$ cat src/rtl/arming_safety_interlock_fsm_unit_defines.svh
// Assertion macros for the arming safety interlock unit.
// Used by modules that check their own logic; expects clk_i and rst_ni in scope.
`ifndef ARMING_SAFETY_INTERLOCK_FSM_UNIT_DEFINES_SVH
`define ARMING_SAFETY_INTERLOCK_FSM_UNIT_DEFINES_SVH

// Checked on every clock edge outside reset.
`define ASI_ASSERT(lbl, prop, msg) \
  lbl: assert property (@(posedge clk_i) disable iff (!rst_ni) prop) else $error(msg);

// Checked on every clock edge, reset included.
`define ASI_ASSERT_RST(lbl, prop, msg) \
  lbl: assert property (@(posedge clk_i) prop) else $error(msg);

`endif

$ cat src/rtl/asi_pkg.sv
// Shared types and constants for the arming safety interlock unit.
// No dependencies.
`default_nettype none

package asi_pkg;

  localparam int unsigned TIMER_BITS_DEF = 20;
  localparam int unsigned REG_W          = 20;
  localparam int unsigned STATE_W        = 3;
  localparam int unsigned CFG_IDX_W      = 2;

  localparam logic [REG_W-1:0] REG_MAX              = '1;
  localparam logic [REG_W-1:0] BOOT_WAIT_MS_RST     = 20'd1000;
  localparam logic [REG_W-1:0] CALIB_LIMIT_MS_RST   = 20'd30000;
  localparam logic [REG_W-1:0] SENSOR_STALE_MS_RST  = 20'd100;

  typedef enum logic [CFG_IDX_W-1:0] {
    REG_BOOT_WAIT    = 2'd0,
    REG_CALIB_LIMIT  = 2'd1,
    REG_SENSOR_STALE = 2'd2
  } asi_reg_e;

  typedef struct packed {
    logic arm_switch;
    logic serial_arm;
    logic enable_req;
    logic calib_done;
    logic sensor_ok_flag;
    logic sensor_update;
    logic force_fault;
  } asi_tick_t;

  typedef struct packed {
    logic [REG_W-1:0] boot_wait_ms;
    logic [REG_W-1:0] calib_limit_ms;
    logic [REG_W-1:0] sensor_stale_ms;
  } asi_cfg_t;

  typedef struct packed {
    logic [STATE_W-1:0] state_now;
    logic [STATE_W-1:0] state_before;
    logic [REG_W-1:0]   ms_in_state;
    logic               sensors_good;
    logic               changed;
  } asi_res_t;

endpackage

`default_nettype wire

$ cat src/rtl/asi_if.sv
// Channel interfaces of the arming safety interlock unit: tick, result, config write.
// Depends on asi_pkg for field widths.
`default_nettype none

interface asi_tick_if;
  logic valid;
  logic ready;
  logic arm_switch;
  logic serial_arm;
  logic enable_req;
  logic calib_done;
  logic sensor_ok_flag;
  logic sensor_update;
  logic force_fault;

  modport source (
    output valid, arm_switch, serial_arm, enable_req, calib_done,
           sensor_ok_flag, sensor_update, force_fault,
    input  ready
  );
  modport sink (
    input  valid, arm_switch, serial_arm, enable_req, calib_done,
           sensor_ok_flag, sensor_update, force_fault,
    output ready
  );
endinterface

interface asi_res_if;
  logic                       valid;
  logic                       ready;
  logic [asi_pkg::STATE_W-1:0] state_now;
  logic [asi_pkg::STATE_W-1:0] state_before;
  logic [asi_pkg::REG_W-1:0]   ms_in_state;
  logic                       sensors_good;
  logic                       changed;

  modport source (
    output valid, state_now, state_before, ms_in_state, sensors_good, changed,
    input  ready
  );
  modport sink (
    input  valid, state_now, state_before, ms_in_state, sensors_good, changed,
    output ready
  );
endinterface

interface asi_cfg_if;
  logic                          valid;
  logic                          ready;
  logic [asi_pkg::CFG_IDX_W-1:0] index;
  logic [asi_pkg::REG_W-1:0]     data;

  modport source (output valid, index, data, input ready);
  modport sink (input valid, index, data, output ready);
endinterface

`default_nettype wire

$ cat src/rtl/arming_safety_interlock_fsm_unit.sv
// Top level of the arming safety interlock unit: handshakes, config registers, result register.
// Depends on asi_pkg, asi_if.sv and asi_fsm.
`default_nettype none

//  channel  | dir | handshake     | payload
//  ---------+-----+---------------+----------------------------------------------
//  tick_i   | in  | valid / ready | arm, serial arm, enable, calib, sensor flags
//  res_o    | out | valid / ready | state now/before, ms in state, good, changed
//  cfg_i    | in  | valid / ready | register index, 20-bit write data
//
//  One tick request is taken every cycle while the result register has room; its result is held in the result
//  register from the next cycle on. The state update and result are one level
//  of compare/increment logic between the state registers and that register.
//  Reset puts the machine in boot with cleared timers and config at defaults.
//  A stalled result blocks a new tick only while it is still not taken;
//  taking it and accepting the next tick happen in the same cycle.
//  Config writes are always ready and are registered.

module arming_safety_interlock_fsm_unit import asi_pkg::*; #(
  parameter int unsigned TimerBits = TIMER_BITS_DEF
) (
  input  logic clk_i,
  input  logic rst_ni,
  asi_tick_if.sink   tick_i,
  asi_res_if.source  res_o,
  asi_cfg_if.sink    cfg_i
);

  asi_cfg_t  cfg_q;
  asi_tick_t tick;
  asi_res_t  res_d, res_q;
  logic      vld_q;
  logic      acc;

  // ---- config registers ----
  assign cfg_i.ready = 1'b1;

  always_ff @(posedge clk_i or negedge rst_ni) begin
    if (!rst_ni) begin
      cfg_q.boot_wait_ms    <= BOOT_WAIT_MS_RST;
      cfg_q.calib_limit_ms  <= CALIB_LIMIT_MS_RST;
      cfg_q.sensor_stale_ms <= SENSOR_STALE_MS_RST;
    end else if (cfg_i.valid) begin
      case (cfg_i.index)
        REG_BOOT_WAIT:    cfg_q.boot_wait_ms    <= cfg_i.data;
        REG_CALIB_LIMIT:  cfg_q.calib_limit_ms  <= cfg_i.data;
        REG_SENSOR_STALE: cfg_q.sensor_stale_ms <= cfg_i.data;
        default: ;  // unmapped index, write dropped
      endcase
    end
  end

  // ---- tick request side ----
  // Room in the result register if it is empty or being drained now.
  assign tick_i.ready = !vld_q || res_o.ready;
  assign acc          = tick_i.valid && tick_i.ready;

  always_comb begin
    tick.arm_switch     = tick_i.arm_switch;
    tick.serial_arm     = tick_i.serial_arm;
    tick.enable_req     = tick_i.enable_req;
    tick.calib_done     = tick_i.calib_done;
    tick.sensor_ok_flag = tick_i.sensor_ok_flag;
    tick.sensor_update  = tick_i.sensor_update;
    tick.force_fault    = tick_i.force_fault;
  end

  asi_fsm #(
    .TimerBits (TimerBits)
  ) u_fsm (
    .clk_i  (clk_i),
    .rst_ni (rst_ni),
    .adv_i  (acc),
    .tick_i (tick),
    .cfg_i  (cfg_q),
    .res_o  (res_d)
  );

  // ---- result register ----
  always_ff @(posedge clk_i or negedge rst_ni) begin
    if (!rst_ni) begin
      vld_q <= 1'b0;
    end else if (acc) begin
      vld_q <= 1'b1;
    end else if (res_o.ready) begin
      vld_q <= 1'b0;
    end
  end

  always_ff @(posedge clk_i) begin
    if (acc) begin
      res_q <= res_d;
    end
  end

  assign res_o.valid        = vld_q;
  assign res_o.state_now    = res_q.state_now;
  assign res_o.state_before = res_q.state_before;
  assign res_o.ms_in_state  = res_q.ms_in_state;
  assign res_o.sensors_good = res_q.sensors_good;
  assign res_o.changed      = res_q.changed;

endmodule

`default_nettype wire

$ cat src/rtl/asi_fsm.sv
// Interlock state machine: state, previous state, entry timer and sensor age.
// Depends on asi_pkg and the assertion macro header.
`default_nettype none
`include "arming_safety_interlock_fsm_unit_defines.svh"

module asi_fsm import asi_pkg::*; #(
  parameter int unsigned TimerBits = TIMER_BITS_DEF
) (
  input  logic      clk_i,
  input  logic      rst_ni,
  input  logic      adv_i,
  input  asi_tick_t tick_i,
  input  asi_cfg_t  cfg_i,
  output asi_res_t  res_o
);

  localparam int unsigned CmpW = (TimerBits > REG_W) ? TimerBits : REG_W;

  typedef enum logic [STATE_W-1:0] {
    ST_BOOT   = 3'd0,
    ST_CALIB  = 3'd1,
    ST_IDLE   = 3'd2,
    ST_ARMED  = 3'd3,
    ST_ACTIVE = 3'd4,
    ST_FAULT  = 3'd5
  } state_e;

  state_e               st_q, st_d, prev_q, prev_d, nxt;
  logic [TimerBits-1:0] elapsed_q, elapsed_d, elapsed_inc;
  logic [TimerBits-1:0] age_q, age_d;
  logic [CmpW-1:0]      elapsed_x, age_x, ms_x;
  logic                 good, chg, arm_ok;

  always_comb begin
    elapsed_inc = (&elapsed_q) ? elapsed_q : elapsed_q + 1'b1;
    if (tick_i.sensor_update) begin
      age_d = '0;
    end else begin
      age_d = (&age_q) ? age_q : age_q + 1'b1;
    end
    elapsed_x = CmpW'(elapsed_inc);
    age_x     = CmpW'(age_d);
    good      = tick_i.sensor_ok_flag && (age_x < CmpW'(cfg_i.sensor_stale_ms));
    arm_ok    = tick_i.arm_switch && tick_i.serial_arm;

    nxt = st_q;
    case (st_q)
      ST_BOOT: begin
        if (elapsed_x > CmpW'(cfg_i.boot_wait_ms)) nxt = ST_CALIB;
      end
      ST_CALIB: begin
        if (tick_i.calib_done) nxt = ST_IDLE;
        else if (elapsed_x > CmpW'(cfg_i.calib_limit_ms)) nxt = ST_FAULT;
      end
      ST_IDLE: begin
        if (arm_ok && good) nxt = ST_ARMED;
        else if (!good) nxt = ST_FAULT;
      end
      ST_ARMED: begin
        if (!arm_ok) nxt = ST_IDLE;
        else if (tick_i.enable_req && good) nxt = ST_ACTIVE;
        else if (!good) nxt = ST_FAULT;
      end
      ST_ACTIVE: begin
        if (!arm_ok || !tick_i.enable_req) nxt = ST_ARMED;
        else if (!good) nxt = ST_FAULT;
      end
      default: nxt = st_q;
    endcase

    // forced fault wins, and re-enters fault even when already there
    if (tick_i.force_fault) begin
      nxt = ST_FAULT;
    end
    chg = tick_i.force_fault || (nxt != st_q);

    st_d      = nxt;
    prev_d    = chg ? st_q : prev_q;
    elapsed_d = chg ? '0 : elapsed_inc;

    ms_x               = CmpW'(elapsed_d);
    res_o.state_now    = st_d;
    res_o.state_before = prev_d;
    res_o.ms_in_state  = (ms_x > CmpW'(REG_MAX)) ? REG_MAX : ms_x[REG_W-1:0];
    res_o.sensors_good = good;
    res_o.changed      = chg;
  end

  always_ff @(posedge clk_i or negedge rst_ni) begin
    if (!rst_ni) begin
      st_q      <= ST_BOOT;
      prev_q    <= ST_BOOT;
      elapsed_q <= '0;
      age_q     <= '0;
    end else if (adv_i) begin
      st_q      <= st_d;
      prev_q    <= prev_d;
      elapsed_q <= elapsed_d;
      age_q     <= age_d;
    end
  end

  `ASI_ASSERT(a_fault_sticky, (st_q == ST_FAULT) |=> (st_q == ST_FAULT), "fault state left")
  `ASI_ASSERT(a_force_fault, (adv_i && tick_i.force_fault) |=> (st_q == ST_FAULT) && (elapsed_q == '0), "forced fault not taken")
  `ASI_ASSERT(a_restart, (adv_i && res_o.changed) |=> (elapsed_q == '0) && (prev_q == $past(st_q)), "transition bookkeeping wrong")
  `ASI_ASSERT_RST(a_reset_boot, !rst_ni |-> (st_q == ST_BOOT) && (age_q == '0), "reset state wrong")

endmodule

`default_nettype wire
$ cat src/flat_wrapper.sv
// flat-port wrapper written by rule: the top's interface ports become plain ports
module arming_safety_interlock_fsm_unit_flat import asi_pkg::*;
#(
  parameter int unsigned TimerBits = TIMER_BITS_DEF
)
  (clk_i, rst_ni, tick_i_valid, tick_i_arm_switch, tick_i_serial_arm, tick_i_enable_req, tick_i_calib_done, tick_i_sensor_ok_flag, tick_i_sensor_update, tick_i_force_fault, tick_i_ready, res_o_valid, res_o_state_now, res_o_state_before, res_o_ms_in_state, res_o_sensors_good, res_o_changed, res_o_ready, cfg_i_valid, cfg_i_index, cfg_i_data, cfg_i_ready);
  asi_tick_if tick_i_i ();
  asi_res_if res_o_i ();
  asi_cfg_if cfg_i_i ();
  input  logic clk_i;
  input  logic rst_ni;
  input wire logic [$bits(tick_i_i.valid)-1:0] tick_i_valid;
  input wire logic [$bits(tick_i_i.arm_switch)-1:0] tick_i_arm_switch;
  input wire logic [$bits(tick_i_i.serial_arm)-1:0] tick_i_serial_arm;
  input wire logic [$bits(tick_i_i.enable_req)-1:0] tick_i_enable_req;
  input wire logic [$bits(tick_i_i.calib_done)-1:0] tick_i_calib_done;
  input wire logic [$bits(tick_i_i.sensor_ok_flag)-1:0] tick_i_sensor_ok_flag;
  input wire logic [$bits(tick_i_i.sensor_update)-1:0] tick_i_sensor_update;
  input wire logic [$bits(tick_i_i.force_fault)-1:0] tick_i_force_fault;
  output wire logic [$bits(tick_i_i.ready)-1:0] tick_i_ready;
  output wire logic [$bits(res_o_i.valid)-1:0] res_o_valid;
  output wire logic [$bits(res_o_i.state_now)-1:0] res_o_state_now;
  output wire logic [$bits(res_o_i.state_before)-1:0] res_o_state_before;
  output wire logic [$bits(res_o_i.ms_in_state)-1:0] res_o_ms_in_state;
  output wire logic [$bits(res_o_i.sensors_good)-1:0] res_o_sensors_good;
  output wire logic [$bits(res_o_i.changed)-1:0] res_o_changed;
  input wire logic [$bits(res_o_i.ready)-1:0] res_o_ready;
  input wire logic [$bits(cfg_i_i.valid)-1:0] cfg_i_valid;
  input wire logic [$bits(cfg_i_i.index)-1:0] cfg_i_index;
  input wire logic [$bits(cfg_i_i.data)-1:0] cfg_i_data;
  output wire logic [$bits(cfg_i_i.ready)-1:0] cfg_i_ready;
  assign tick_i_i.valid = tick_i_valid;
  assign tick_i_i.arm_switch = tick_i_arm_switch;
  assign tick_i_i.serial_arm = tick_i_serial_arm;
  assign tick_i_i.enable_req = tick_i_enable_req;
  assign tick_i_i.calib_done = tick_i_calib_done;
  assign tick_i_i.sensor_ok_flag = tick_i_sensor_ok_flag;
  assign tick_i_i.sensor_update = tick_i_sensor_update;
  assign tick_i_i.force_fault = tick_i_force_fault;
  assign tick_i_ready = tick_i_i.ready;
  assign res_o_valid = res_o_i.valid;
  assign res_o_state_now = res_o_i.state_now;
  assign res_o_state_before = res_o_i.state_before;
  assign res_o_ms_in_state = res_o_i.ms_in_state;
  assign res_o_sensors_good = res_o_i.sensors_good;
  assign res_o_changed = res_o_i.changed;
  assign res_o_i.ready = res_o_ready;
  assign cfg_i_i.valid = cfg_i_valid;
  assign cfg_i_i.index = cfg_i_index;
  assign cfg_i_i.data = cfg_i_data;
  assign cfg_i_ready = cfg_i_i.ready;
  arming_safety_interlock_fsm_unit #(.TimerBits(TimerBits)) u_core (.clk_i(clk_i), .rst_ni(rst_ni), .tick_i(tick_i_i), .res_o(res_o_i), .cfg_i(cfg_i_i));
endmodule
$ cat config.mk
export PLATFORM = sky130hd
export DESIGN_NAME = arming_safety_interlock_fsm_unit_flat
export DESIGN_NICKNAME = d
export VERILOG_FILES = /design/src/rtl/asi_pkg.sv /design/src/rtl/asi_if.sv /design/src/rtl/arming_safety_interlock_fsm_unit.sv /design/src/rtl/asi_fsm.sv /design/src/flat_wrapper.sv
export VERILOG_INCLUDE_DIRS = /design/src /design/src/rtl
export SDC_FILE = /design/constraint.sdc
export NUM_CORES = 1
export LEC_CHECK = 0
export BUFFER_PORTS_ARGS = -buffer_cell sky130_fd_sc_hd__buf_2
export CAP_MARGIN = 5
export CORE_UTILIZATION = 61
export CTS_CLUSTER_SIZE = 8
export DETAILED_ROUTE_END_ITERATION = 8
export GPL_ROUTABILITY_DRIVEN = 0
export PLACE_DENSITY_LB_ADDON = 0.2
export SLEW_MARGIN = 10
export SYNTH_ARGS = -nofsm -noshare
export SYNTH_HDL_FRONTEND = slang
export SYNTH_HIERARCHICAL = 1
export SYNTH_SLANG_ARGS = --single-unit
$ cat constraint.sdc
create_clock -name clk_i -period 5.7 [get_ports clk_i]
set_input_delay 0.57 -clock clk_i [delete_from_list [all_inputs] [get_ports clk_i]]
set_output_delay 0.57 -clock clk_i [all_outputs]
set_load 0.01 [all_outputs]
==> results.md <==
* Least-Margin Pin Slew at 1.06 ns
* Hold Path Class: in -> async
* Cell Area, Synth at 7970 sq um
* Initial Utilization at 62.9%
* Vias in the first global route at 5960
* Critical Path Max Stage Delay at 0.57 ns
* # setup viols final at 0
* Final Worst Setup Slack at 0.337 ns
* Design area at 8960 sq um
* Clk_skew at 0.00665 ns
* DRT Wirelength at 17800 um
* Worst-path clk slew at 0.06 ns
* Yosys reg bits at 135
* Initial antenna violation count at 0
* Initial detailed-routing violation count at 365
* Maximum number of pins on one net before global-route repair at 71
* Dpl cell area at 8390 sq um
* CTS root buffer: clkbuf_16
* First-pass GRT wire length at 28900 um
* Top_reg_cell synth: dfrtp_1
* LEAKAGE at 4.13 nW
* CTS sink cnt at 135
* Reg2Reg Launch Point: u_core/u_fsm/age_q[8]
* Max-cap violations at 0
* H-Tree Depth at 4
* GR Overflow Total at 0
* Asr flop ratio synth at 79.3%
* CTS Buffer Depth at 2
* Yosys warns at 6
* Tmin final at 5.36 ns
* Synth cell count leaders: dfrtp_1, mux2_2, inv_1, ha_1, nand2_1
* Core area at 12700 sq um
* Synth cell types at 73
* CTS tree: yes
* GRT Resource Usage Total at 28.4%
* Top delay family on crit path: simple AND/OR/NAND/NOR gates
* DR vias/cell at 5.98
* Register area share after synthesis at 44.4%
* Crit-path max FO at 13
* Cell Rows at 41
* Inserted Diodes at 0
* Critical path arrival at 5.53 ns
* Post-CTS Setup Bufs at 0
* Clock Latency Late Sink at 0.43 ns
* Worst path cell trace: and3_1 > and4_1 > a31oi_2 > and4_1 > nand2_1 > nor2_1 > xnor2_1 > nor2_1 > ha_1 > nand4_1 > or4_4 > or4_4 > o21ai_1 > or4_2 > nand4_2 > nor2_4 > buf_4 > mux2_4
* Slowest-stage cell, CP: or4_4
* Final nets at 912
* Layout cell share with drive strength beyond 1 at 27.8%
* Critical Path RT at 5.87 ns
* Most numerous cell in the Yosys netlist: dfrtp_1
* Kind of critical path: reg -> reg
* Hold Violations, Final at 0
* Critical Path End Type: register
* Worst setup startpoint: u_core/u_fsm/age_q[8]
* Power Density at 338 nW/um^2
* CP bufs+invs at 1
* Num CTS Buffers at 17
* Routed Antenna Nets at 0
* Fmax at 186 MHz
* Worst slack at placement at 0.143 ns
* Fin Setup TNS at 0 ns
* RSZ-0062 raised after global routing: no
* EDFF count, synth at 28
* Mapped Nets at 851
* Max_slew headroom at 28.9%
* Die Height at 116 um
* Leading area contributor after synthesis: dfrtp_1
* Post_cts resized at 0
* Synth area leaders: dfrtp_1, mux2_2, edfxtp_1, ha_1, dfstp_2
* CTS Hold Bufs at 0
* Worst VDD drop at 0.230 mV
* Via total after detailed routing at 5996
* Outcome: completed
* Syn Area/Cell at 10.5 sq um
* 1st-pass router iterations at 5
* I/O pin count at 65
* Die ar. at 13500 sq um
* Post-Synthesis Cells at 756
* Die width at 116 um
* PortBufs at 63
* Wire per inst at 17.8 um
* Final slew viol count at 0
* Total Power at 3.03 mW
* Startpoint types: register
* Drt drc at 0
* Share of the synthesized area in the top cell type at 28.6%
* Filler cells at 944
* Area grow syn2layout at 12.4%
* Fin crit share at 94.1%
* Dpl hpwl at 13000 um
power by group:
part	internal, mW	leakage, nW	switching, mW	total (mW)
combinational	0.332	2.26	0.437	0.769
sequential	1.16	1.60	0.108	1.26
clock	0.590	0.273	0.405	0.995
cells in the final DEF (no fill, tap or decap), types with 14 or more instances in the layout:
master and n:
dfrtp_1 91, mux2_2 75, inv_1 70, buf_2 62, ha_1 61, nand2_1 52
nor2_1 44, a21oi_1 39, edfxtp_1 28, nand4_1 21, o21ai_0 20, clkbuf_16 18
nor3_1 17, o2bb2ai_1 17, dfstp_2 16, nand3_1 16, and2_2 15, xnor2_1 14
xor2_1 14
layout make-up:
class | instances | area [sq um] | share of cell area, %
timing repair inverter | 1 | 7.51 | 0.0838
inverter | 71 | 270 | 3.02
sequential | 135 | 3540 | 39.5
timing repair buffer | 71 | 378 | 4.22
multi-input combinational | 520 | 4010 | 44.7
tap | 172 | 215 | 2.40
clock buffer | 21 | 472 | 5.27
clock inverter | 11 | 70.1 | 0.782
final timing paths:
path | end | slack (ns) | cells after the start
min reg2reg | u_core/cfg_q[38] | 0.50 | 1
max in group asynchronous | u_core/cfg_q[4] | 4.35 | 2
max | u_core/res_o.state_before[1] | 0.34 | 18
max reg2reg | u_core/res_o.state_before[1] | 0.34 | 18
min in group clk_i | u_core/res_o.valid | 0.36 | 2
min | u_core/u_fsm/elapsed_q[16] | 0.21 | 1
state kept, by name, summed over array words and instances (netlist names):
signal and count:
u_core/res_o.ms_in_state 20, u_core/cfg_q 60, u_core/u_fsm/prev_q 3, u_core/res_o.changed 1
u_core/res_o.state_before 3, u_core/res_o.valid 1, u_core/u_fsm/st_q 3, u_core/res_o.sensors_good 1
u_core/res_o.state_now 3, u_core/u_fsm/age_q 20, u_core/u_fsm/elapsed_q 20
metal layers:
metal  GRT usage [%]  up-vias  share of wire (%)
li1                -     2835                  -
met1            34.3     2923                 42
met2            48.1      198                 51
met3            7.06       40                5.0
met4            12.6        0                2.5
met5               0        -                  0
through the flow:
| stage | utilization (%) | std cells | hold WS (ns) |
|---|---|---|---|
| after global placement | 66.2 | 969 | 0.474 |
| after detailed placement | 66.2 | 969 | 0.493 |
| after CTS | 70.5 | 1001 | 0.238 |
| after global routing | 70.7 | 1002 | 0.275 |
| final | 70.7 | 1002 | 0.212 |
| after floorplan | - | 756 | 0.274 |
kinds of logic (layout without fill, tap and decap cells):
| logic type | count (synthesis) | in the layout | share of synthesized area (%) |
|---|---|---|---|
| fa+ha+maj | 61 | 61 | 9.57 |
| buf+inv | 101 | 175 | 5.53 |
| other cells | 1 | 1 | 0.0470 |
| simple gates | 217 | 217 | 14.4 |
| compound gates | 132 | 132 | 11.4 |
| mux | 81 | 81 | 11.6 |
| xor+xnor | 28 | 28 | 3.08 |
| flops | 135 | 135 | 44.4 |
Power figures use the tool's default switching activity.
